$ cat config.mk
export PLATFORM = sky130hd
export DESIGN_NAME = keypad_set_calendar_clock
export DESIGN_NICKNAME = d
export VERILOG_FILES = /design/src/hdl/kscc_pkg.sv /design/src/hdl/kscc_front.sv /design/src/hdl/kscc_back.sv /design/src/hdl/keypad_set_calendar_clock.sv
export SDC_FILE = /design/constraint.sdc
export NUM_CORES = 1
export LEC_CHECK = 0
export ABC_CLOCK_PERIOD_IN_PS = 9450
export BUFFER_PORTS_ARGS = -buffer_cell sky130_fd_sc_hd__buf_2
export CAP_MARGIN = 15
export CORE_MARGIN = 1
export CORE_UTILIZATION = 61
export CTS_CLUSTER_DIAMETER = 50
export DETAILED_ROUTE_END_ITERATION = 10
export HOLD_SLACK_MARGIN = 0.1
export PLACE_DENSITY = 0.86
export SYNTH_ARGS = -nofsm -noshare
export SYNTH_HDL_FRONTEND = slang
export SYNTH_SLANG_ARGS = --single-unit
export TNS_END_PERCENT = 10
$ cat constraint.sdc
create_clock -name aclk -period 9.45 [get_ports aclk]
set_clock_uncertainty 0.15 [all_clocks]
set_input_delay 0.4725 -clock aclk [delete_from_list [all_inputs] [get_ports aclk]]
set_output_delay 0.4725 -clock aclk [all_outputs]
set_load 0.05 [all_outputs]
$ cat src/hdl/kscc_pkg.sv
// Package for the keypad-set calendar clock: payload types, key codes,
// error codes and small calendar helpers. No dependencies.
package kscc_pkg;

    typedef struct packed {
        logic       mode;
        logic [4:0] key_code;
    } kscc_in_t;

    typedef struct packed {
        logic [13:0] year;
        logic [3:0]  month;
        logic [4:0]  day;
        logic [4:0]  hour;
        logic [5:0]  minute;
        logic [5:0]  second;
        logic        pm_flag;
        logic        twelve_hour;
        logic [1:0]  phase;
        logic [3:0]  digits_entered;
        logic [26:0] entry_value;
        logic [2:0]  error_code;
    } kscc_out_t;

    typedef enum logic [1:0] {
        CMD_NONE   = 2'd0,
        CMD_TICK   = 2'd1,
        CMD_SET    = 2'd2,
        CMD_TOGGLE = 2'd3
    } kscc_cmd_t;

    // classified item passed from front to back
    typedef struct packed {
        kscc_cmd_t  cmd;
        logic       is_digit;
        logic [3:0] digit;
    } kscc_op_t;

    localparam logic [4:0] KEY_SET    = 5'd13;
    localparam logic [4:0] KEY_TOGGLE = 5'd4;

    localparam logic [1:0] PH_RUN  = 2'd0;
    localparam logic [1:0] PH_DATE = 2'd1;
    localparam logic [1:0] PH_TIME = 2'd2;

    localparam logic [2:0] ERR_NONE   = 3'd0;
    localparam logic [2:0] ERR_YEAR   = 3'd1;
    localparam logic [2:0] ERR_MONTH  = 3'd2;
    localparam logic [2:0] ERR_DAY    = 3'd3;
    localparam logic [2:0] ERR_HOUR   = 3'd4;
    localparam logic [2:0] ERR_MINUTE = 3'd5;
    localparam logic [2:0] ERR_SECOND = 3'd6;

    localparam logic [13:0] YEAR_MIN = 14'd1970;
    localparam logic [13:0] YEAR_MAX = 14'd9999;

    // year held as century and year-in-century, 0..99 each
    localparam logic [6:0] YEAR_HI_MIN = 7'd19;
    localparam logic [6:0] YEAR_LO_MIN = 7'd70;
    localparam logic [6:0] YEAR_PART_MAX = 7'd99;

    function automatic logic is_leap(input logic [6:0] yhi, input logic [6:0] ylo);
        return (ylo == 7'd0) ? (yhi[1:0] == 2'd0) : (ylo[1:0] == 2'd0);
    endfunction

    function automatic logic [4:0] month_len(input logic [3:0] m, input logic leap);
        logic [4:0] r;
        case (m)
            4'd4, 4'd6, 4'd9, 4'd11: r = 5'd30;
            4'd2:                    r = leap ? 5'd29 : 5'd28;
            default:                 r = 5'd31;
        endcase
        return r;
    endfunction

endpackage

$ cat src/hdl/kscc_front.sv
// Front end: accepts input items, decodes key codes, pushes ops to a
// two-entry queue. Depends on kscc_pkg.
module kscc_front import kscc_pkg::*; (
    input  logic     aclk,
    input  logic     aresetn,
    input  kscc_in_t s_data,
    input  logic     s_valid,
    output logic     s_ready,
    output kscc_op_t q_data,
    output logic     q_valid,
    input  logic     q_ready
);

    kscc_op_t   fifo_reg [2];
    logic       wr_ptr_reg, rd_ptr_reg;
    logic [1:0] cnt_reg;
    kscc_op_t   op;
    logic       push, pop;

    always_comb begin
        op.cmd      = CMD_NONE;
        op.is_digit = 1'b0;
        op.digit    = 4'd0;
        if (!s_data.mode) begin
            op.cmd = CMD_TICK;
        end else begin
            if (s_data.key_code == KEY_SET)    op.cmd = CMD_SET;
            if (s_data.key_code == KEY_TOGGLE) op.cmd = CMD_TOGGLE;
            case (s_data.key_code)
                5'd14: begin op.is_digit = 1'b1; op.digit = 4'd0; end
                5'd1, 5'd2, 5'd3: begin
                    op.is_digit = 1'b1; op.digit = s_data.key_code[3:0];
                end
                5'd5, 5'd6, 5'd7: begin
                    op.is_digit = 1'b1; op.digit = s_data.key_code[3:0] - 4'd1;
                end
                5'd9, 5'd10, 5'd11: begin
                    op.is_digit = 1'b1; op.digit = s_data.key_code[3:0] - 4'd2;
                end
                default: ;
            endcase
        end
    end

    assign s_ready = (cnt_reg != 2'd2);
    assign q_valid = (cnt_reg != 2'd0);
    assign q_data  = fifo_reg[rd_ptr_reg];
    assign push    = s_valid && s_ready;
    assign pop     = q_valid && q_ready;

    always_ff @(posedge aclk) begin
        if (push) fifo_reg[wr_ptr_reg] <= op;
        if (!aresetn) begin
            wr_ptr_reg <= 1'b0;
            rd_ptr_reg <= 1'b0;
            cnt_reg    <= 2'd0;
        end else begin
            if (push) wr_ptr_reg <= ~wr_ptr_reg;
            if (pop)  rd_ptr_reg <= ~rd_ptr_reg;
            cnt_reg <= cnt_reg + {1'b0, push} - {1'b0, pop};
        end
    end

`ifndef SYNTHESIS
    a_no_overflow: assert property (@(posedge aclk) disable iff (!aresetn)
        cnt_reg == 2'd2 |-> !push) else $error("queue overflow");
    a_cnt_range: assert property (@(posedge aclk) disable iff (!aresetn)
        cnt_reg != 2'd3) else $error("queue count out of range");
    a_valid_cnt: assert property (@(posedge aclk) disable iff (!aresetn)
        q_valid == (cnt_reg != 2'd0)) else $error("queue valid mismatch");
`endif

endmodule

$ cat src/hdl/kscc_back.sv
// Back end: executes ops on the calendar and entry state, holds the result
// register. Depends on kscc_pkg.
module kscc_back import kscc_pkg::*; (
    input  logic      aclk,
    input  logic      aresetn,
    input  kscc_op_t  q_data,
    input  logic      q_valid,
    output logic      q_ready,
    output kscc_out_t m_data,
    output logic      m_valid,
    input  logic      m_ready
);

    logic [6:0]  yhi_reg, yhi_next, ylo_reg, ylo_next;
    logic [3:0]  month_reg, month_next;
    logic [4:0]  day_reg, day_next, hour_reg, hour_next;
    logic [5:0]  min_reg, min_next, sec_reg, sec_next;
    logic        t12_reg, t12_next;
    logic [1:0]  phase_reg, phase_next;
    logic [26:0] acc_reg, acc_next;
    logic [3:0]  cnt_reg, cnt_next;
    logic [6:0]  p0_reg, p0_next, p1_reg, p1_next, p2_reg, p2_next, p3_reg, p3_next;
    logic [6:0]  part_cur, part_new;
    logic [2:0]  err;
    logic [26:0] acc_new;
    logic [3:0]  cnt_new;
    logic [13:0] year_out;
    logic [4:0]  shown;
    logic        pm, take;
    kscc_out_t   res_reg;
    logic        mv_reg;

    function automatic logic [6:0] times_ten_plus(input logic [6:0] p, input logic [3:0] d);
        return 7'({p, 3'b000} + {2'b00, p, 1'b0} + {6'd0, d});
    endfunction

    assign take    = q_valid && (!mv_reg || m_ready);
    assign q_ready = !mv_reg || m_ready;

    assign acc_new = 27'((acc_reg << 3) + (acc_reg << 1) + {23'd0, q_data.digit});
    assign cnt_new = cnt_reg + 4'd1;

    // digit pairs: month/hour, day/minute, century/second, year-in-century
    always_comb begin
        case (cnt_reg[2:1])
            2'd0:    part_cur = p0_reg;
            2'd1:    part_cur = p1_reg;
            2'd2:    part_cur = p2_reg;
            default: part_cur = p3_reg;
        endcase
        part_new = times_ten_plus(part_cur, q_data.digit);
    end

    always_comb begin
        yhi_next = yhi_reg; ylo_next = ylo_reg; month_next = month_reg; day_next = day_reg;
        hour_next = hour_reg; min_next = min_reg; sec_next = sec_reg;
        t12_next = t12_reg; phase_next = phase_reg;
        acc_next = acc_reg; cnt_next = cnt_reg; err = ERR_NONE;
        p0_next = p0_reg; p1_next = p1_reg; p2_next = p2_reg; p3_next = p3_reg;
        if (phase_reg == PH_RUN) begin
            unique case (q_data.cmd)
                CMD_TICK: begin
                    if (sec_reg != 6'd59) sec_next = sec_reg + 6'd1;
                    else begin
                        sec_next = 6'd0;
                        if (min_reg != 6'd59) min_next = min_reg + 6'd1;
                        else begin
                            min_next = 6'd0;
                            if (hour_reg < 5'd23) hour_next = hour_reg + 5'd1;
                            else begin
                                hour_next = 5'd0;
                                if (day_reg < month_len(month_reg, is_leap(yhi_reg, ylo_reg)))
                                    day_next = day_reg + 5'd1;
                                else begin
                                    day_next = 5'd1;
                                    if (month_reg < 4'd12) month_next = month_reg + 4'd1;
                                    else begin
                                        month_next = 4'd1;
                                        if (ylo_reg != YEAR_PART_MAX) begin
                                            ylo_next = ylo_reg + 7'd1;
                                        end else if (yhi_reg != YEAR_PART_MAX) begin
                                            ylo_next = 7'd0;
                                            yhi_next = yhi_reg + 7'd1;
                                        end else begin
                                            ylo_next = YEAR_LO_MIN;
                                            yhi_next = YEAR_HI_MIN;
                                        end
                                    end
                                end
                            end
                        end
                    end
                end
                CMD_SET: begin
                    phase_next = PH_DATE; acc_next = '0; cnt_next = '0;
                    p0_next = '0; p1_next = '0; p2_next = '0; p3_next = '0;
                end
                CMD_TOGGLE: t12_next = ~t12_reg;
                default: ;
            endcase
        end else if (q_data.is_digit) begin
            acc_next = acc_new;
            cnt_next = cnt_new;
            case (cnt_reg[2:1])
                2'd0:    p0_next = part_new;
                2'd1:    p1_next = part_new;
                2'd2:    p2_next = part_new;
                default: p3_next = part_new;
            endcase
            if (cnt_new >= ((phase_reg == PH_DATE) ? 4'd8 : 4'd6)) begin
                acc_next = '0; cnt_next = '0;
                p0_next = '0; p1_next = '0; p2_next = '0; p3_next = '0;
                if (phase_reg == PH_DATE) begin
                    if (p2_reg < YEAR_HI_MIN || (p2_reg == YEAR_HI_MIN && part_new < YEAR_LO_MIN))
                        err = ERR_YEAR;
                    else if (p0_reg == 7'd0 || p0_reg > 7'd12)
                        err = ERR_MONTH;
                    else if (p1_reg == 7'd0 ||
                             p1_reg > {2'd0, month_len(p0_reg[3:0], is_leap(p2_reg, part_new))})
                        err = ERR_DAY;
                    else begin
                        yhi_next = p2_reg; ylo_next = part_new;
                        month_next = p0_reg[3:0]; day_next = p1_reg[4:0];
                        phase_next = PH_TIME;
                    end
                end else begin
                    if (p0_reg > 7'd23) err = ERR_HOUR;
                    else if (p1_reg > 7'd59) err = ERR_MINUTE;
                    else if (part_new > 7'd59) err = ERR_SECOND;
                    else begin
                        hour_next = p0_reg[4:0]; min_next = p1_reg[5:0];
                        sec_next = part_new[5:0];
                        phase_next = PH_RUN;
                    end
                end
            end
        end
    end

    assign year_out = 14'({1'b0, yhi_next, 6'b0} + {2'b0, yhi_next, 5'b0}
                          + {5'b0, yhi_next, 2'b0} + {7'b0, ylo_next});

    always_comb begin
        shown = hour_next;
        pm    = 1'b0;
        if (t12_next) begin
            pm = (hour_next >= 5'd12);
            shown = pm ? hour_next - 5'd12 : hour_next;
            if (shown == 5'd0) shown = 5'd12;
        end
    end

    always_ff @(posedge aclk) begin
        if (take) begin
            res_reg.year <= year_out;   res_reg.month <= month_next;
            res_reg.day <= day_next;    res_reg.hour <= shown;
            res_reg.minute <= min_next; res_reg.second <= sec_next;
            res_reg.pm_flag <= pm;      res_reg.twelve_hour <= t12_next;
            res_reg.phase <= phase_next; res_reg.digits_entered <= cnt_next;
            res_reg.entry_value <= acc_next; res_reg.error_code <= err;
        end
        if (!aresetn) begin
            yhi_reg <= 7'd20; ylo_reg <= 7'd19; month_reg <= 4'd12; day_reg <= 5'd31;
            hour_reg <= 5'd23; min_reg <= 6'd59; sec_reg <= 6'd55;
            t12_reg <= 1'b0; phase_reg <= PH_RUN; acc_reg <= '0; cnt_reg <= '0;
            p0_reg <= '0; p1_reg <= '0; p2_reg <= '0; p3_reg <= '0;
            mv_reg <= 1'b0;
        end else begin
            if (take) begin
                yhi_reg <= yhi_next; ylo_reg <= ylo_next;
                month_reg <= month_next; day_reg <= day_next;
                hour_reg <= hour_next; min_reg <= min_next; sec_reg <= sec_next;
                t12_reg <= t12_next; phase_reg <= phase_next;
                acc_reg <= acc_next; cnt_reg <= cnt_next;
                p0_reg <= p0_next; p1_reg <= p1_next; p2_reg <= p2_next; p3_reg <= p3_next;
                mv_reg <= 1'b1;
            end else if (m_ready) begin
                mv_reg <= 1'b0;
            end
        end
    end

    assign m_data  = res_reg;
    assign m_valid = mv_reg;

`ifndef SYNTHESIS
    a_phase: assert property (@(posedge aclk) disable iff (!aresetn)
        phase_reg != 2'd3) else $error("bad phase");
    a_cnt: assert property (@(posedge aclk) disable iff (!aresetn)
        cnt_reg <= 4'd7) else $error("digit count too high");
    a_run_idle: assert property (@(posedge aclk) disable iff (!aresetn)
        phase_reg == PH_RUN |-> cnt_reg == 4'd0) else $error("digits while running");
    a_sec: assert property (@(posedge aclk) disable iff (!aresetn)
        sec_reg <= 6'd59 && min_reg <= 6'd59 && hour_reg <= 5'd23)
        else $error("time out of range");
`endif

endmodule

$ cat src/hdl/keypad_set_calendar_clock.sv
// Top level of the keypad-set calendar clock.
// Depends on kscc_pkg, kscc_front, kscc_back.
//
//   channel | ports                       | payload
//   input   | s_valid s_ready s_data      | kscc_in_t  (mode, key_code)
//   result  | m_valid m_ready m_data      | kscc_out_t (calendar, entry, error)
//
// One item per cycle sustained while the result side accepts; each item passes the decode queue, then
// the execute stage that updates the state and loads the result register.
// The two-entry queue lets input keep flowing for two items while the result
// side stalls. Synchronous active-low reset restores 2019-12-31 23:59:55.
module keypad_set_calendar_clock import kscc_pkg::*; (
    input  logic      aclk,
    input  logic      aresetn,
    input  kscc_in_t  s_data,
    input  logic      s_valid,
    output logic      s_ready,
    output kscc_out_t m_data,
    output logic      m_valid,
    input  logic      m_ready
);

    kscc_op_t q_data;
    logic     q_valid, q_ready;

    kscc_front u_front (
        .aclk, .aresetn, .s_data, .s_valid, .s_ready,
        .q_data, .q_valid, .q_ready
    );

    kscc_back u_back (
        .aclk, .aresetn, .q_data, .q_valid, .q_ready,
        .m_data, .m_valid, .m_ready
    );

endmodule
Yosys cells after proc, flatten, opt, wreduce, memory -nomap -nowiden. Memories as Yosys holds them, arrays and structs flattened. A register that Yosys moved wholly into a read port is not among the register bits. Index checks and enable logic that the tools add are counted.

Word-level logic and storage cells: 304. Register bits after elaboration: 184. Bits in writable memories: 14. Input port bits: 10. Memories: 1. Output and inout port bits: 80. ROM bits: 0. Bits in latches: 0.

Div/mod/pow operators: 0. Add/subtract/negate cells: 20. Eq/ne operators: 36. Mux-type cells: 163. Shifts and indexed selects: 0. Reduce and logical (&&, ||, !) cells: 36. Multiply operators: 0. Bitwise operators: 5. Order comparisons: 12.

Memory list: u_front.fifo_reg (words 2, width 7, read ports 1, clocked after Yosys merged registers in 1, write ports 1, line kscc_front.sv:14) `kscc_op_t fifo_reg [2];`.

Operator list (count): $mux 7 (43); $mux 5 (38); $mux 6 (23); $mux 27 (4); $mux 4 (18); $mux 2 (15); $logic_not 7->1 (4); $add 27x27->27 (1); $add 27x4->27 (1); $eq 5x4->1 const B (5); $eq 5x3->1 const B (4); $pmux 5 s2 (2); $pmux 5 s4 (1); $mux 3 (6); $pmux 6 s3 (1); $eq 4x3->1 const B (4); $eq 4x4->1 const B (4); $reduce_and 4->1 (4); $reduce_or 3->1 (5); $add 13x12->14 (1); $add 14x7->14 (1); $add 14x9->14 (1); $add 7x1->7 const B (2); $gt 7x6->1 const B (2); 40 further kinds (82).

Logic depth before layout (Yosys ltp). Gate-level depths: netlist of the first run.

Word-level depth: 26. Depth in mapped cells: 37. Mapped depth without buffers: 36.

Modules after synthesis. A second synthesis of the first run with hierarchy kept.

Cells, all modules: 1316. Area, all modules: 12351.8 µm².

Modules (own cells, without submodules): kscc_back (seq. area each 4384.2 µm², cells an instance 1232, instances 1, area each 11327.1 µm²); kscc_front (seq. area each 520.5 µm², cells an instance 84, instances 1, area each 1024.7 µm²).

Worst setup path after synthesis of the first run. No wires, ideal clock.

Kind: register to register. Start: register u_back.cnt_reg[1]. End: register u_back.res_reg (netlist bit u_back.m_data[77]) (data pin). Cell stages (with the launch flop): 34. Path buffers: 1. Path slack: 1355 ps. Period minus slack after synthesis: 8095 ps. Required time: 9042 ps. Library setup time: 258 ps. Data arrival time: 7688 ps. Cells stage by stage: dfxtp_1 > buf_1 > mux4_2 > fa_1 > inv_1 > fa_1 > nand2b_1 > o2bb2ai_1 > xor3_1 > nand4b_1 > o311ai_0 > a21oi_1 > nor3_1 > a31oi_1 > ha_1 > nand2_1 > o211ai_1 > nand4_1 > or2_2 > nor3_1 > a32oi_1 > o21ai_0 > fa_1 > ha_1 > ha_1 > a21o_1 > a21oi_1 > o21bai_1 > a21oi_1 > o21bai_1 > a21oi_1 > o21bai_1 > a21oi_1 > xnor2_1.

Longest elaborated chain between the ends: 26. Elaborated cells on any way between the ends: 41. Those cells by class: add/sub: 6; order compare: 3; eq/ne: 2; mux: 24; reduce/logical: 6.

Ends and longest elaborated chain: from (decl) (line kscc_back.sv:21) `logic [3:0] cnt_reg, cnt_next;`; from (signal assigned) (line kscc_back.sv:174) `acc_reg <= acc_next; cnt_reg <= cnt_next;`; $eq 2x2->1 (tied with other cells) (line kscc_back.sv:45) `case (cnt_reg[2:1])`; $pmux 6 s3 (line kscc_back.sv:45); $add 7x7->7 (line kscc_back.sv:34) `return 7'({p, 3'b000} + {2'b00, p, 1'b0} + {6'd0, d});`; $add 7x4->7 (line kscc_back.sv:34); $logic_not 7->1 / $logic_not 2->1 (equally long branches) (line kscc_pkg.sv:63) `return (ylo == 7'd0) ? (yhi[1:0] == 2'd0) : (ylo[1:0] == 2'd0);`; $mux 1 (line kscc_pkg.sv:63); $mux 1 (line kscc_pkg.sv:70) `4'd2: r = leap ? 5'd29 : 5'd28;`; $pmux 5 s2 (line kscc_pkg.sv:68) `case (m)`; [... 12 more ...]; $mux 7 (*) (line kscc_back.sv:110) `if (cnt_new >= ((phase_reg == PH_DATE) ? 4'd8 : 4'd6)) begin`; $mux 7 (*) (line kscc_back.sv:101) `end else if (q_data.is_digit) begin`; $mux 7 (*) (line kscc_back.sv:60) `if (phase_reg == PH_RUN) begin`; net u_back.yhi_next[3] (line kscc_back.sv:14) `logic [6:0] yhi_reg, yhi_next, ylo_reg, ylo_next;`; $add 13x12->14 (line kscc_back.sv:140) `assign year_out = 14'({1'b0, yhi_next, 6'b0} + {2'b0, yhi_next, 5'b0}`; $add 14x9->14 (*) (line kscc_back.sv:141) `+ {5'b0, yhi_next, 2'b0} + {7'b0, ylo_next});`; $add 14x7->14 (*) (line kscc_back.sv:141); net u_back.year_out[13] (line kscc_back.sv:27) `logic [13:0] year_out;`; to (decl) (line kscc_back.sv:30) `kscc_out_t res_reg;`.

The timed path passes the listed nets; every way through them passes the cells marked *. The select of a mux whose other input is x is not followed. A chain may end at the register's enable or synchronous reset.

Worst setup path after layout of the first run. Ends and elaborated chain as after synthesis.

==> results of run 1 <==
report_power, final:
group / internal, W / switching [W]
Sequential: 0.00116 / 0.000122
Clock: 0.000397 / 0.000347
Combinational: 0.000377 / 0.00112
Total: 0.00194 / 0.00159
layout make-up:
class                   instances  area (um2)  area share [%]
multi-input cells            1027        7010            51.3
well taps                     265         332            2.42
inverters                      62         235            1.72
repair buffers                110         603            4.41
clock buffers                  18         429            3.14
clock inverters                14         164            1.20
flip-flops and latches        199        4900            35.9
layout by cell type, fill, tap and decap left out, drive strengths merged, types with 9 or more instances in the layout:
| cell type | n |
|---|---|
| o21ai | 76 |
| xor2 | 19 |
| nor4 | 13 |
| edfxtp | 92 |
| a21oi | 82 |
| a211oi | 14 |
| or3 | 10 |
| nor2 | 150 |
| ha | 109 |
| and3 | 18 |
| xnor2 | 21 |
| a31oi | 21 |
| o221ai | 9 |
| a22o | 20 |
| nand4 | 18 |
| o21bai | 10 |
| nor3 | 43 |
| nand2 | 133 |
| a22oi | 15 |
| buf | 110 |
| dfxtp | 107 |
| a21o | 13 |
| a32oi | 12 |
| o211ai | 14 |
| clkbuf | 18 |
| nand3 | 39 |
| mux2i | 14 |
| fa | 10 |
| or2 | 11 |
| inv | 67 |
cells in the mapped netlist, types with 21 or more instances:
cell      instances  area [um2]
nor2_1          149         559
nand3_1          39         195
ha_1            109        1360
inv_1            60         225
clkbuf_1         58         218
nand2_1         133         499
o21ai_0          72         360
xnor2_1          21         184
nor3_1           42         210
edfxtp_1         92        2760
dfxtp_1         107        2140
a21oi_1          82         410
logic make-up after synthesis:
kind of cell    share of synthesized area, %
buf+inv                                 3.95
xor+xnor                                3.27
simple gates                            17.8
compound gates                          20.2
fa+ha+maj                               12.6
mux                                     2.58
flops                                   39.6
worst max path at each step:
stage	depth (start not counted)	endpoint	slack [ps]
after floorplan	33	u_back.m_data[77]$_DFFE_PP_	1350
after global placement	32	u_back.m_data[77]$_DFFE_PP_	1120
after detailed placement	32	u_back.m_data[77]$_DFFE_PP_	860
after CTS	32	u_back.m_data[77]$_DFFE_PP_	820
after global routing	32	u_back.m_data[77]$_DFFE_PP_	150
final	32	u_back.m_data[77]$_DFFE_PP_	810
per-layer routing:
layer	up-vias	share of wire [%]	GRT usage (%)
met4	0	2.9	12.2
met5	-	0	0
met1	5165	42	43.8
met3	88	9.4	6.69
met2	616	45	50.8
li1	5161	-	-
per-stage QoR:
| stage | power, W | hold WS [ps] |
|---|---|---|
| CTS | 0.00351 | 160 |
| global placement | 0.00273 | 293 |
| detailed placement | 0.00278 | 303 |
| finish | 0.00353 | 168 |
| floorplan | 0.00241 | 283 |
| global route | 0.00370 | 181 |
==> impl_metrics.json, run 1 <==
{
  "status": "finished, final reports clean",
  "ys_seq_area_share_pct": 39.6,
  "pre_cts_slack_ps": 857,
  "post-place-cells": 1663,
  "rsz0062_at_grt": "no",
  "fp.dieW_um": 145,
  "cp-end-kind": "flip-flop",
  "tightest_slew_ps": 912,
  "drv_slew": 0,
  "io_pins": 90,
  "hold_path_class": "in2reg",
  "critical_path_arrival_ps": 8690,
  "die_h_um": 145,
  "relSlewSlack_pct": 39.2,
  "critPathLaunch": "u_back.cnt_reg[1]$_SDFFE_PN0P_",
  "critPathMaxStageDelay_ps": 690,
  "r2r_end": "u_back.m_data[77]$_DFFE_PP_",
  "fin_crit_sh_pct": 91.4,
  "cts.sinks": 199,
  "htreeDepth": 4,
  "crit_slowest_cell": "dfxtp_1",
  "design.final.nets": 1546,
  "syn_area_um2": 12400,
  "clock_latency_ps": 450,
  "p_leak_nw": 5.78,
  "worstReg2RegStart": "u_back.cnt_reg[1]$_SDFFE_PN0P_",
  "cts_tree": "done",
  "design_area_um2": 13700,
  "post_dp_cell_area_um2": 13100,
  "fillerInstances": 1497,
  "syn_nets": 1483,
  "finalSetupViolCount": 0,
  "vias_per_cell": 6.51,
  "cts_root_buf": "clkbuf_16",
  "grt_pass1_wl_mm": 52.1,
  "grt_overflow_total": 0,
  "syn_inst": 1354,
  "io_buffers": 89,
  "antenna_found_initial": 0,
  "initial_core_util_pct": 62.9,
  "die_area_um2": 20900,
  "cp-start-kind": "flip-flop",
  "hold_viol": 0,
  "final_util_pct": 69.4,
  "hold_path_end": "u_front.fifo_reg[0][5]$_DFFE_PP_",
  "powerDensity_nw_per_um2": 258,
  "n_antenna_cell": 0,
  "rows": 51,
  "synth_seq_cells": 199,
  "whs_path_depth": 2,
  "syn_to_final_growth_pct": 10.3,
  "syn_area_per_cell_um2": 9.15,
  "finalWirelength_mm": 33.1,
  "core_um2": 19700,
  "route.detailed.drc": 0,
  "crit_top_cell": "a21oi_1",
  "drt_iter0_drc": 1067,
  "wire_per_inst_um": 19.5,
  "postSynth.asyncResetShare_pct": 0,
  "cts_buffers": 17,
  "post-route-min-period_ps": 8640,
  "grt_use_total_pct": 32.4,
  "worstSetupPathType": "reg2reg",
  "gp_congestion": 0.941,
  "max_cap_violations": 0,
  "clock.fmax_mhz": 116,
  "ys.flop_type": "dfxtp_1",
  "synth_cell_types": 81,
  "required_ps": 9500,
  "r2r_setup_slack_ps": 810,
  "grt_max_degree": 76,
  "critPathBufInv": 1,
  "first_global_vias": 10100,
  "drive_gt1_share_pct": 12.5,
  "synth-edff-count": 92,
  "clk_pin_slew_ps": 70,
  "cts_resized": 0,
  "drt_first_pass_iters": 5,
  "finalSetupTns_ps": 0,
  "yosys_warnings": 0,
  "cts.path.max_buffers": 2,
  "worstPathMaxFanout": 14,
  "reg2regPathDepth": 32,
  "cts_setup_buffers": 0,
  "hp-start": "s_data[5]",
  "cts_hold_buffers": 0,
  "dp_hpwl_mm": 23.4,
  "largest_reg_flops": 78,
  "final_cells": 1695,
  "vdd_ir_drop_max_mv": 0.129,
  "worst_slack_ps": 815,
  "postRouteAntennaNets": 0,
  "vias": 11000,
  "critPathTopFamily": "compound AO/OA/AOI/OAI gates"
}
Note: power is estimated with default switching activity, not from simulation.
==> inputs of run 2 (changes only) <==
--- a/config.mk
+++ b/config.mk
@@ -8,8 +8,10 @@
 export ABC_CLOCK_PERIOD_IN_PS = 9450
 export BUFFER_PORTS_ARGS = -buffer_cell sky130_fd_sc_hd__buf_2
 export CAP_MARGIN = 15
+export CORE_ASPECT_RATIO = 0.9
 export CORE_MARGIN = 1
 export CORE_UTILIZATION = 61
+export CTS_BUF_LIST = sky130_fd_sc_hd__clkbuf_16
 export CTS_CLUSTER_DIAMETER = 50
 export DETAILED_ROUTE_END_ITERATION = 10
 export HOLD_SLACK_MARGIN = 0.1
==> impl_metrics.json, run 2 (synthesis results as in run 1) <==
{
  "powerDensity_nw_per_um2": 257,
  "grt_pass1_wl_mm": 52.4,
  "vias": 11100,
  "worst_slack_ps": 855,
  "hold_path_class": "in2reg",
  "cp-start-kind": "flip-flop",
  "finalWirelength_mm": 33.0,
  "grt_use_total_pct": 31.8,
  "r2r_setup_slack_ps": 850,
  "tightest_slew_ps": 1060,
  "grt_max_degree": 56,
  "io_pins": 90,
  "drv_slew": 0,
  "drt_iter0_drc": 1281,
  "crit_top_cell": "a21oi_1",
  "drt_first_pass_iters": 11,
  "syn_to_final_growth_pct": 9.78,
  "drive_gt1_share_pct": 12.1,
  "route.detailed.drc": 8,
  "antenna_found_initial": 0,
  "vdd_ir_drop_max_mv": 0.210,
  "die_h_um": 137,
  "p_leak_nw": 5.77,
  "final_cell_mix": "146 x nor2_1, 133 x nand2_1, 109 x ha_1",
  "n_antenna_cell": 0,
  "hp-start": "s_data[5]",
  "critPathMaxStageDelay_ps": 580,
  "postRouteAntennaNets": 0,
  "crit_slowest_cell": "mux4_2",
  "core_um2": 19900,
  "status": "finished, violations left",
  "relSlewSlack_pct": 28.7,
  "max_cap_violations": 0,
  "fin_crit_sh_pct": 91.0,
  "cts_root_buf": "clkbuf_16",
  "design.final.nets": 1540,
  "pre_cts_slack_ps": 754,
  "clock_latency_ps": 450,
  "die_area_um2": 20900,
  "rows": 49,
  "htreeDepth": 4,
  "post-route-min-period_ps": 8600,
  "worstPathMaxFanout": 14,
  "critical_path_arrival_ps": 8650,
  "clock.fmax_mhz": 116,
  "hold_path_end": "u_front.fifo_reg[0][5]$_DFFE_PP_",
  "gp_congestion": 0.985,
  "worstSetupPathType": "reg2reg",
  "finalSetupViolCount": 0,
  "first_global_vias": 9991,
  "worstReg2RegStart": "u_back.cnt_reg[1]$_SDFFE_PN0P_",
  "r2r_end": "u_back.m_data[77]$_DFFE_PP_",
  "total_power_w": 0.00349,
  "cts_buffers": 17,
  "dp_hpwl_mm": 23.1,
  "wire_per_inst_um": 19.7,
  "hold_viol": 0,
  "grt_overflow_total": 0,
  "rsz0062_at_grt": "no",
  "reg2regPathDepth": 33,
  "initial_core_util_pct": 62.2,
  "violations": "design-rule violations",
  "cts_tree": "done",
  "cp-end-kind": "flip-flop",
  "required_ps": 9500,
  "fp.dieW_um": 152,
  "fillerInstances": 1549,
  "whs_path_depth": 2,
  "largest_reg_flops": 78,
  "finalSetupTns_ps": 0,
  "vias_per_cell": 6.61,
  "cts.sinks": 199,
  "cts.path.max_buffers": 2,
  "io_buffers": 89,
  "clk_pin_slew_ps": 70,
  "layout_commonest_cell": "nor2_1"
}
run 2: changes by cell type in the layout (fill, tap and decap cells not counted), moves of 2 or more:
cell | before | now
bufinv_16 | 2 | 0
o21ai_0 | 72 | 70
clkinv_2 | 0 | 2
buf_4 | 21 | 15
inv_4 | 1 | 3
inv_6 | 3 | 1
clkbuf_16 | 17 | 20
inv_1 | 59 | 62
clkinv_4 | 5 | 1
o21ai_1 | 3 | 5
run 2: final cells by class:
type	count	area (um2)	share of cell area [%]
tap	255	319	2.34
multi-input combinational	1027	7020	51.6
timing repair buffer	104	558	4.10
clock inverter	12	70.1	0.515
sequential	199	4910	36.1
clock buffer	20	500	3.68
inverter	62	235	1.73
run 2: critical path, delay by kind of cell (launching register included):
family | cells | cell delay [ps]
buffers and inverters | 2 | 240
AO/OA/AOI/OAI | 15 | 2620
flip-flops | 1 | 530
adder cells (fa/ha/maj) | 6 | 2490
AND/OR/NAND/NOR | 7 | 1350
XOR/XNOR | 2 | 380
multiplexers | 1 | 580
run 2: repair_timing:
item                                    CTS  global route
hold buffers                              0             0
endpoints found under the setup margin    0             1
resized for setup                         0             1
setup buffers                             0             0
run 2: power by group:
group / internal, W / total [W] / switching (W) / leakage, nW
sequential: 0.00116 / 0.00128 / 0.000121 / 1.72
combinational: 0.000372 / 0.00149 / 0.00112 / 3.75
clock: 0.000382 / 0.000717 / 0.000335 / 0.297
total: 0.00192 / 0.00349 / 0.00158 / 5.77
run 2: per-stage QoR:
stage          util (%)  cells  cell area [um2]  hold WS, ps
2_1_floorplan         -   1354            12400          283
3_3_place_gp       65.4   1647            13000          293
3_5_place_dp       65.4   1647            13000          308
4_1_cts            68.3   1679            13600          160
5_1_grt            68.3   1679            13600          182
6_report           68.3   1679            13600          161
run 2: metal layers:
layer / GRT usage (%) / wire length (um) / vias up
met1: 44.2 / 14000 / 5233
met5: 0 / 0 / -
met4: 12.4 / 913 / 0
li1: - / - / 5155
met2: 49.1 / 14500 / 643
met3: 6.13 / 3640 / 71
run 2: how the worst max path moves through the flow:
stage | start | end | slack, ps | cells after the start
3_5_place_dp | u_back.cnt_reg[1]$_SDFFE_PN0P_ | u_back.m_data[77]$_DFFE_PP_ | 750 | 33
3_3_place_gp | u_back.cnt_reg[1]$_SDFFE_PN0P_ | u_back.m_data[77]$_DFFE_PP_ | 990 | 33
6_report | u_back.cnt_reg[1]$_SDFFE_PN0P_ | u_back.m_data[77]$_DFFE_PP_ | 850 | 33
2_1_floorplan | u_back.cnt_reg[1]$_SDFFE_PN0P_ | u_back.m_data[77]$_DFFE_PP_ | 1350 | 33
4_1_cts | u_back.cnt_reg[1]$_SDFFE_PN0P_ | u_back.m_data[77]$_DFFE_PP_ | 730 | 33
5_1_grt | u_back.cnt_reg[1]$_SDFFE_PN0P_ | u_back.m_data[77]$_DFFE_PP_ | 190 | 33
